## src/rtl/smas_pkg.sv

```systemverilog
// Shared types and constants for the sorted MAC address set.
`timescale 1ns / 1ps

package smas_pkg;

    // Field widths.
    localparam int MAC_W       = 48;
    localparam int OPCODE_W    = 2;
    localparam int COUNT_OUT_W = 7;

    // Default number of table entries.
    localparam int CAPACITY_DEF = 64;

    // Opcodes.
    localparam logic [OPCODE_W-1:0] OP_LOOKUP = 2'd0;
    localparam logic [OPCODE_W-1:0] OP_INSERT = 2'd1;
    localparam logic [OPCODE_W-1:0] OP_CLEAR  = 2'd2;

    // Status codes.
    localparam logic STATUS_DONE = 1'b0;
    localparam logic STATUS_FULL = 1'b1;

    // One input transfer.
    typedef struct packed {
        logic [OPCODE_W-1:0] opcode;
        logic [MAC_W-1:0]    mac_address;
    } item_t;

    // One result transfer.
    typedef struct packed {
        logic                   found;
        logic                   status;
        logic [COUNT_OUT_W-1:0] entry_count;
    } result_t;

    // Broadcast control from the sequencer to every cell.
    typedef struct packed {
        logic             shift_en;
        logic [MAC_W-1:0] key;
    } cell_ctl_t;

endpackage

```

## src/rtl/smas_cell.sv

```systemverilog
// One cell of the sorted chain: holds one address and compares it to the key.
`timescale 1ns / 1ps

module smas_cell (
    input  logic                     clk,
    input  smas_pkg::cell_ctl_t      ctl,
    input  logic                     valid,
    input  logic                     prev_le,
    input  logic [smas_pkg::MAC_W-1:0] prev_entry,
    output logic                     le,
    output logic                     eq,
    output logic [smas_pkg::MAC_W-1:0] entry
);
    import smas_pkg::*;

    logic [MAC_W-1:0] entry_reg;
    logic [MAC_W-1:0] entry_next;

    // Compare the stored address against the broadcast key.
    assign le    = valid && (entry_reg <= ctl.key);
    assign eq    = valid && (entry_reg == ctl.key);
    assign entry = entry_reg;

    // On an insert, a cell above the insertion point takes its lower
    // neighbor's entry, and the cell at the insertion point takes the key.
    always_comb
    begin
        entry_next = entry_reg;
        if (ctl.shift_en && !le)
        begin
            entry_next = prev_le ? ctl.key : prev_entry;
        end
    end

    always_ff @(posedge clk)
    begin
        entry_reg <= entry_next;
    end

endmodule

```

## config.mk

```make
export PLATFORM = sky130hd
export DESIGN_NAME = smas_cell
export DESIGN_NICKNAME = d
export VERILOG_FILES = /design/src/rtl/smas_pkg.sv /design/src/rtl/smas_cell.sv
export SDC_FILE = /design/constraint.sdc
export NUM_CORES = 1
export LEC_CHECK = 0
export ABC_AREA = 1
export BUFFER_PORTS_ARGS = -buffer_cell sky130_fd_sc_hd__buf_4
export CORE_MARGIN = 1.5
export CORE_UTILIZATION = 53
export CTS_BUF_LIST = sky130_fd_sc_hd__clkbuf_4 sky130_fd_sc_hd__clkbuf_8
export CTS_CLUSTER_SIZE = 12
export DETAILED_ROUTE_END_ITERATION = 10
export GPL_TIMING_DRIVEN = 0
export HOLD_SLACK_MARGIN = 0.06
export PLACE_DENSITY_LB_ADDON = 0.25
export RECOVER_POWER = 25
export REMOVE_ABC_BUFFERS = 1
export SLEW_MARGIN = 15
export SYNTH_ARGS = -nofsm -noshare
export SYNTH_HDL_FRONTEND = slang
export SYNTH_SLANG_ARGS = --single-unit
```

## constraint.sdc

```tcl
create_clock -name clk -period 5.3 [get_ports clk]
set_input_delay 0.265 -clock clk [delete_from_list [all_inputs] [get_ports clk]]
set_output_delay 0.265 -clock clk [all_outputs]
set_load 0.005 [all_outputs]
```

-- Word-level counts from Yosys, hierarchy flattened
Cells that the tools add are included.
W data, S select, Z words.
- magnitude comparators: 1
- equal/unequal tests: 1
- muxes and demuxes: 1
- reductions and logical operators: 4
- operator list (operator ; count):
    $eq A48 B48 Y1 ; 1
    $le A48 B48 Y1 ; 1
    $mux W48 ; 1
    $logic_and A1 B1 Y1 ; 3
    $logic_not A1 Y1 ; 1
- register bits after elaboration: 48
- input bits: 100
- output and inout bits: 50
- word-level logic and storage cells: 8

-- Depth between registers and ports, before layout
Gate-level depths: netlist (run 1).
- depth after elaboration: 4
- mapped depth: 15
- mapped depth without buffers: 15

-- Worst setup path before layout (run 1)
No wires, ideal clock.
- path kind: register to register
- start point: reg entry_reg[39], in the netlist entry[39]
- end point: reg entry_reg[0], in the netlist entry[0] (enable)
- setup time: 0.415 ns
- data arrival time: 2.629 ns
- required time: 4.885 ns
- path slack: 2.256 ns
- cell stages (with the launch flop): 12
- path buffers: 0
- clock period less this slack: 3.044 ns
- path through: edfxtp_1 > ha_1 > nand2_2 > nor2_4 > nand4_2 > nor2_2 > inv_2 > nor2_4 > nand2_2 > nand3_2 > nand2_2 > nor2_2
- longest elaborated chain between the ends: 4
- ends and longest elaborated chain (item ; RTL line ; source):
    start: declaration ; smas_cell.sv:16 ; logic [MAC_W-1:0] entry_reg;
    start signal: assignment ; smas_cell.sv:37 ; entry_reg <= entry_next;
    $le A48 B48 Y1 ; smas_cell.sv:20 ; assign le = valid && (entry_reg <= ctl.key);
    $logic_and A1 B1 Y1 ; smas_cell.sv:20 ;
    net le ; smas_cell.sv:10 ; output logic le,
    $logic_not A1 Y1 ; smas_cell.sv:29 ; if (ctl.shift_en && !le)
    $logic_and A1 B1 Y1 ; smas_cell.sv:29 ;
The timed path passes the listed nets, and every way through them passes these cells.
A chain may end at the register's enable or synchronous reset.

-- Worst setup path after layout (run 1)
- start point: in prev_le
- end point: reg entry_reg[31], in the netlist entry[31], data pin
- longest elaborated chain between the ends: 1
- ends and longest elaborated chain (item ; RTL line ; source):
    start: declaration ; smas_cell.sv:8 ; input logic prev_le,
    $mux W48 ; smas_cell.sv:31 ; entry_next = prev_le ? ctl.key : prev_entry;
No other way between the ends.

==> qor.csv, run 1 <==
stage,metric,value,unit
timing,maxSlewViolCount,96,
routing,vias,2976,
hold_path,hold_class,in -> reg,
clocking,cts.sinks,48,
power_and_ir_drop,combPwrFrac,27.7,%
critical_path,r2r_start,entry[41],
placed_design,pre_cts_slack,2.63,ns
synthesis,avgSynthCellArea,8.69,um2
critical_path,timing.rr.end,entry[33],
grt,grt_pass1_vias,2800,
clocking,clkTransAtPathRegs,0.09,ns
timing,fmax,305,MHz
placed_design,globalplace.congestion,0.773,
synthesis,synthCells,381,
power_and_ir_drop,power_density,210,mW/mm2
floorplanning,core,0.00599,mm2
grt,grt_start_max_net_pins,96,
timing,tns,0,ns
power_and_ir_drop,p_leak,2.34,nW
clocking,numCtsBuffers,5,
clocking,cts_root_buf,clkbuf_8,
synthesis,synthFlopType,edfxtp_1,
critical_path,crit_slowest_cell,clkbuf_1,
clocking,ctsHtreeMaxLevel,2,
clocking,cts-hold-fix-buffers,0,
critical_path,path_cells,clkbuf_1 -> a21oi_1,
clocking,cts-resized-gates,0,
cells_and_area,drive_gt1_share,32.8,%
critical_path,worst_setup_path_end_kind,flip-flop,
synthesis,synthesis.area,0.00331,mm2
clocking,clk_path_buf_depth,2,
critical_path,reg2reg_depth,12,
critical_path,path_max_fanout,95,
power_and_ir_drop,swShare,27.5,%
critical_path,critical_path_class,in -> reg,
routing,drt-pass1-iter-count,4,
timing,finalClockSkew,0.00541,ns
power_and_ir_drop,power_switching,264,uW
status,status,finished with violations,
critical_path,cpPeakStageDelay,2.60,ns
clocking,postCtsSetupRepairBufs,0,
hold_path,holdPathEnd,entry[0],
grt,antenna_found_initial,0,
routing,routed_wl,7.71,mm
floorplanning,die-area,0.00673,mm2
synthesis,synth_cell_types,23,
routing,drc,0,
hold_path,hp-start,prev_entry[0],
critical_path,cp-start-kind,input pin,
power_and_ir_drop,p_int,697,uW
timing,rsz0062_at_grt,false,
placed_design,portBuffers,149,
timing,tightestPinTransition,3.74,ns
critical_path,cp_data_arrival_time,3.19,ns
critical_path,required,5.21,ns
run,drv_cap,1,
grt,grtUsageTotal,23.3,%
grt,grt_first_pass_wirelength,11.9,mm
floorplanning,initial_core_util,55.2,%
hold_path,hold_path_depth,2,
timing,hold_violations,0,
critical_path,path_buf_inv,1,
grt,gr-total-overflow,0,
timing,worst_slack,2.02,ns
floorplanning,rows,28,
cells_and_area,fin_nets,675,
synthesis,ys_ff_latch,48,
timing,relSlewSlack,-149,%
floorplanning,io_pins,150,
cells_and_area,antenna_cells,0,
synthesis,seq_area_frac_synth,43.6,%
routing,antenna_left,0,
critical_path,crit_family,buffers and inverters,
routing,wl_per_cell,12.8,um
power_and_ir_drop,pwr-share-clk,23.1,%
power_and_ir_drop,peakVddDrop,0.000120,V
status,violations,"max-capacitance violations, max-slew violations",
critical_path,rrSetupSlack,2.64,ns
timing,fin_crit_sh,61.9,%
routing,drt_iter0_markers,111,
placed_design,dp_hpwl,6.18,mm
cells_and_area,largest_register_ffs,48,
timing,period_needed,3.28,ns
floorplanning,die_h,82.0,um
synthesis,synth-async-reset-ratio,0,%
synthesis,ys_warn_count,0,
timing,setup_viol,0,
clocking,clk_latency,0.30,ns
floorplanning,die_x,82.0,um
routing,routed_via_density,4.94,
synthesis,synth-edff-count,48,
power_and_ir_drop,seqPwrFrac,49.2,%
cells_and_area,syn_to_final_growth,38.0,%
clocking,cts_tree,done,
-- per-layer routing --
metal  global-route usage (%)  wire [um]  vias up
li1                         -          -     1548
met1                     24.1       3020     1325
met2                     44.5       4000       94
met3                     6.67        587        9
met4                     7.46         96        0
met5                        0          0        -
-- worst max path at each step --
stage	cells after the start	slack, ns	startpoint	end
floorplan	11	2.26	entry[39]	entry[0]
global placement	13	1.57	ctl[43]	entry[43]
detailed placement	14	2.63	ctl[47]	entry[41]
CTS	12	2.61	entry[43]	entry[2]
global route	2	1.67	prev_le	entry[31]
finish	2	2.02	prev_le	entry[31]
-- cells by family (layout without fill, tap and decap cells) --
group	Yosys count	count (layout)	share of synthesized area (%)
compound gates	71	71	10.9
fa+ha+maj	48	48	18.1
buf+inv	80	227	9.30
flops	48	48	43.6
mux	1	1	0.340
simple gates	133	133	17.8
-- power by group through the flow --
stage / clock [mW] / combinational [mW] / sequential, mW
floorplan: 0 / 0.123 / 0.482
global placement: 0 / 0.254 / 0.481
detailed placement: 0 / 0.268 / 0.481
CTS: 0.227 / 0.270 / 0.472
global route: 0.238 / 0.302 / 0.476
finish: 0.222 / 0.266 / 0.472
-- cells in the final DEF, fill, tap and decap left out, drive strengths merged, types with 3 or more instances in the layout --
cell	count
a21oi	66
buf	130
clkbuf	27
edfxtp	48
ha	48
inv	68
nand2	60
nand3	6
nand4	3
nor2	63
o21ai	3
-- final cells by class --
type | count | area [um2]
Clock buffer | 7 | 83.8
Inverter | 69 | 259
Multi-Input combinational cell | 253 | 1570
Tap cell | 75 | 93.8
Sequential cell | 48 | 1440
Timing Repair Buffer | 150 | 1120
Clock inverter | 1 | 3.75
Fill cell | 471 | 1420
-- synth_stat cells, drive strengths merged (3+ instances only) --
master	instances	area [um2]
nand3	6	40.0
nand2	60	243
a21oi	66	330
inv	68	255
ha	48	601
edfxtp	48	1440
nor2	63	264
nand4	3	31.3
o21ai	3	15.0
clkbuf	5	18.8
buf	6	30.0
-- metrics by stage --
stage               std cells  util (%)  hold WS, ns  power [mW]  cell area, um2
finish                    603      76.2        0.252       0.961            4570
global route              603      76.2        0.268        1.02            4570
CTS                       603      76.5        0.248       0.969            4590
detailed placement        595      75.1        0.559       0.749            4500
global placement          594      74.7        0.549       0.735            4470
floorplan                 370         -        0.466       0.605            3260
(Power assumes the default switching activity.)
==> run 2: changes to the inputs <==
CORE_UTILIZATION = 44   (was 53)
clock period = 2.8 ns   (was 5.3 ns; I/O delays follow)
==> run 2 against run 1 <==
The run still ends with max-capacitance violations, max-slew violations left; clock power rose by 92%; critical path type is now reg -> reg; combinational power rose by 87%; design area rose by 0.66%; utilization fell by 13 points; register-to-register slack got worse by 2.3 ns; sequential power rose by 89%; worst hold slack got worse by 0.12 ns; critical endpoint is now entry[40]; flip-flop and latch count did not move; global-route usage fell by 3.7 points; critical path depth rose by 10; final cell count rose by 4.1%; via count fell by 0.87%.
==> qor.csv, run 2 (synthesis results as in run 1) <==
stage,metric,value,unit,change
grt,grt_start_max_net_pins,96,,unchanged
clocking,clk_latency,0.30,ns,about the same
status,violations,"max-capacitance violations, max-slew violations",,unchanged
clocking,clkTransAtPathRegs,0.09,ns,about the same
clocking,ctsHtreeMaxLevel,2,,unchanged
routing,vias,2950,,was 2976
routing,antenna_left,0,,unchanged
routing,wl_met2,4.01,mm,was 4.00 mm
critical_path,path_cells,ha_1 -> nand2_1 -> inv_2 -> nand3_2 -> nor3_2 -> nand2_2 -> nor2_4 -> nand2_2 -> nand3_2 -> nand2_2 -> nor2_4 -> buf_12,,was clkbuf_1 -> a21oi_1
floorplanning,io_pins,150,,unchanged
timing,maxSlewViolCount,96,,unchanged
critical_path,path_max_fanout,25,,was 95
critical_path,cp_data_arrival_time,2.51,ns,was 3.19 ns
grt,grt_first_pass_wirelength,13.0,mm,was 11.9 mm
floorplanning,die-area,0.00805,mm2,was 0.00673 mm2
routing,wl_per_cell,12.4,um,was 12.8 um
placed_design,globalplace.congestion,0.790,,was 0.773
placed_design,pre_cts_slack,0.0783,ns,was 2.63 ns
critical_path,cpMostUsedCell,nand2_2,,
clocking,cts-hold-fix-buffers,0,,unchanged
floorplanning,die_h,89.7,um,was 82.0 um
critical_path,cpPeakStageDelay,0.42,ns,was 2.60 ns
critical_path,path_buf_inv,2,,was 1
placed_design,portBuffers,149,,unchanged
cells_and_area,syn_to_final_growth,38.9,%,was 38.0%
placed_design,dp_hpwl,5.99,mm,was 6.18 mm
power_and_ir_drop,power_density,395,mW/mm2,was 210 mW/mm2
routing,wl_met3,546,um,was 587 um
routing,wirelength_met1,3.21,mm,was 3.02 mm
routing,routed_wl,7.80,mm,was 7.71 mm
cells_and_area,largest_register_ffs,48,,unchanged
timing,fin_crit_sh,89.5,%,
run,drv_cap,1,,unchanged
routing,drt_iter0_markers,85,,was 111
clocking,cts_tree,done,,unchanged
timing,tightestPinTransition,1.77,ns,was 3.74 ns
cells_and_area,seqCellArea,0.00144,mm2,unchanged
critical_path,crit_slowest_cell,edfxtp_1,,was clkbuf_1
critical_path,cp-start-kind,flip-flop,,was input pin
timing,period_needed,2.51,ns,
timing,finalClockSkew,0.00719,ns,was 0.00541 ns
grt,gr-total-overflow,0,,unchanged
power_and_ir_drop,p_leak,2.34,nW,about the same
cells_and_area,final_cell_mix,"117 x buf_4, 66 x a21oi_1, 64 x inv_1",,"was 129 x buf_4, 66 x a21oi_1, 64 x inv_1"
routing,drc,0,,unchanged
critical_path,crit_family,simple AND/OR/NAND/NOR gates,,was buffers and inverters
cells_and_area,fin_nets,676,,was 675
grt,grt_pass1_vias,2959,,was 2800
timing,fin_hold_ws,0.129,ns,was 0.252 ns
clocking,cts.sinks,48,,unchanged
critical_path,worst_setup_path_end_kind,flip-flop,,unchanged
cells_and_area,drive_gt1_share,32.7,%,was 32.8%
clocking,postCtsSetupRepairBufs,0,,unchanged
cells_and_area,final_common_cell,buf_4,,unchanged
floorplanning,core,0.00725,mm2,was 0.00599 mm2
timing,setup_viol,0,,unchanged
clocking,cts-resized-gates,0,,unchanged
critical_path,critical_path_class,reg -> reg,,was in -> reg
floorplanning,initial_core_util,45.6,%,was 55.2%
timing,relSlewSlack,-17.8,%,was -149%
timing,hold_violations,0,,unchanged
clocking,clk_path_buf_depth,2,,unchanged
routing,drt-pass1-iter-count,4,,unchanged
power_and_ir_drop,p_total,1.82,mW,was 961 uW
power_and_ir_drop,peakVddDrop,0.000227,V,was 0.000120 V
status,status,finished with violations,,unchanged
cells_and_area,antenna_cells,0,,unchanged
critical_path,required,2.81,ns,was 5.21 ns
timing,fmax,399,MHz,
clocking,numCtsBuffers,5,,unchanged
timing,tns,0,ns,unchanged
grt,grtUsageTotal,19.6,%,was 23.3%
hold_path,hold_class,in -> reg,,unchanged
timing,rsz0062_at_grt,false,,unchanged
timing,worst_slack,0.293,ns,was 2.02 ns
cells_and_area,fill_cells,639,,was 471
clocking,cts_root_buf,clkbuf_8,,unchanged
cells_and_area,fin_util,63.4,%,was 76.2%
floorplanning,die_x,89.7,um,was 82.0 um
floorplanning,rows,31,,was 28
grt,antenna_found_initial,0,,unchanged
cells_and_area,multi_input_area,0.00157,mm2,about the same
routing,highest_layer,met4,,unchanged
routing,routed_via_density,4.70,,was 4.94
[run 2: cell types whose count changed in the layout (fill, tap and decap cells not counted), sizes merged]
| cell | previous run | this run |
|---|---|---|
| nor2 | 63 | 64 |
| clkbuf | 27 | 39 |
| buf | 130 | 118 |
[run 2: area by class of cell]
type                    instances  area share, %
clock buffers                   7           1.82
clock inverters                 1         0.0817
inverters                      69           5.63
multi-input cells             254           34.2
flip-flops and latches         48           31.4
well taps                      99           2.69
repair buffers                150           24.2
[run 2: worst register-to-register path, delay by kind of cell, from the launching register on]
kind / cells / cell delay [ns]
flip-flops: 1 / 0.42
buffers and inverters: 2 / 0.31
adder cells (fa/ha/maj): 1 / 0.33
AND/OR/NAND/NOR: 9 / 1.16
[run 2: power breakdown]
group | leakage (nW) | switching (mW) | internal (mW) | total, mW
clock network | 0.0467 | 0.233 | 0.194 | 0.427
logic | 1.84 | 0.242 | 0.256 | 0.497
registers | 0.453 | 0.0293 | 0.864 | 0.893
total | 2.34 | 0.504 | 1.31 | 1.82
[run 2: routing by layer]
layer | up-vias | global-route usage, %
met5 | - | 0
met4 | 0 | 4.23
met3 | 4 | 5.33
met2 | 97 | 35.4
met1 | 1305 | 23.2
li1 | 1544 | -
[run 2: worst paths after layout]
kind	start	to	slack (ns)	cells after the start
worst min register to register	entry[2]	entry[32]	1.26	6
worst max-delay path	entry[27]	entry[40]	0.29	12
worst max register to register	entry[27]	entry[40]	0.29	12
worst min-delay path	prev_entry[0]	entry[0]	0.13	2
[run 2: stage by stage]
step / instances / area [um2]
floorplan: 370 / 3260
CTS: 627 / 4620
finish: 628 / 4600
global placement: 618 / 4500
global route: 628 / 4600
detailed placement: 619 / 4530
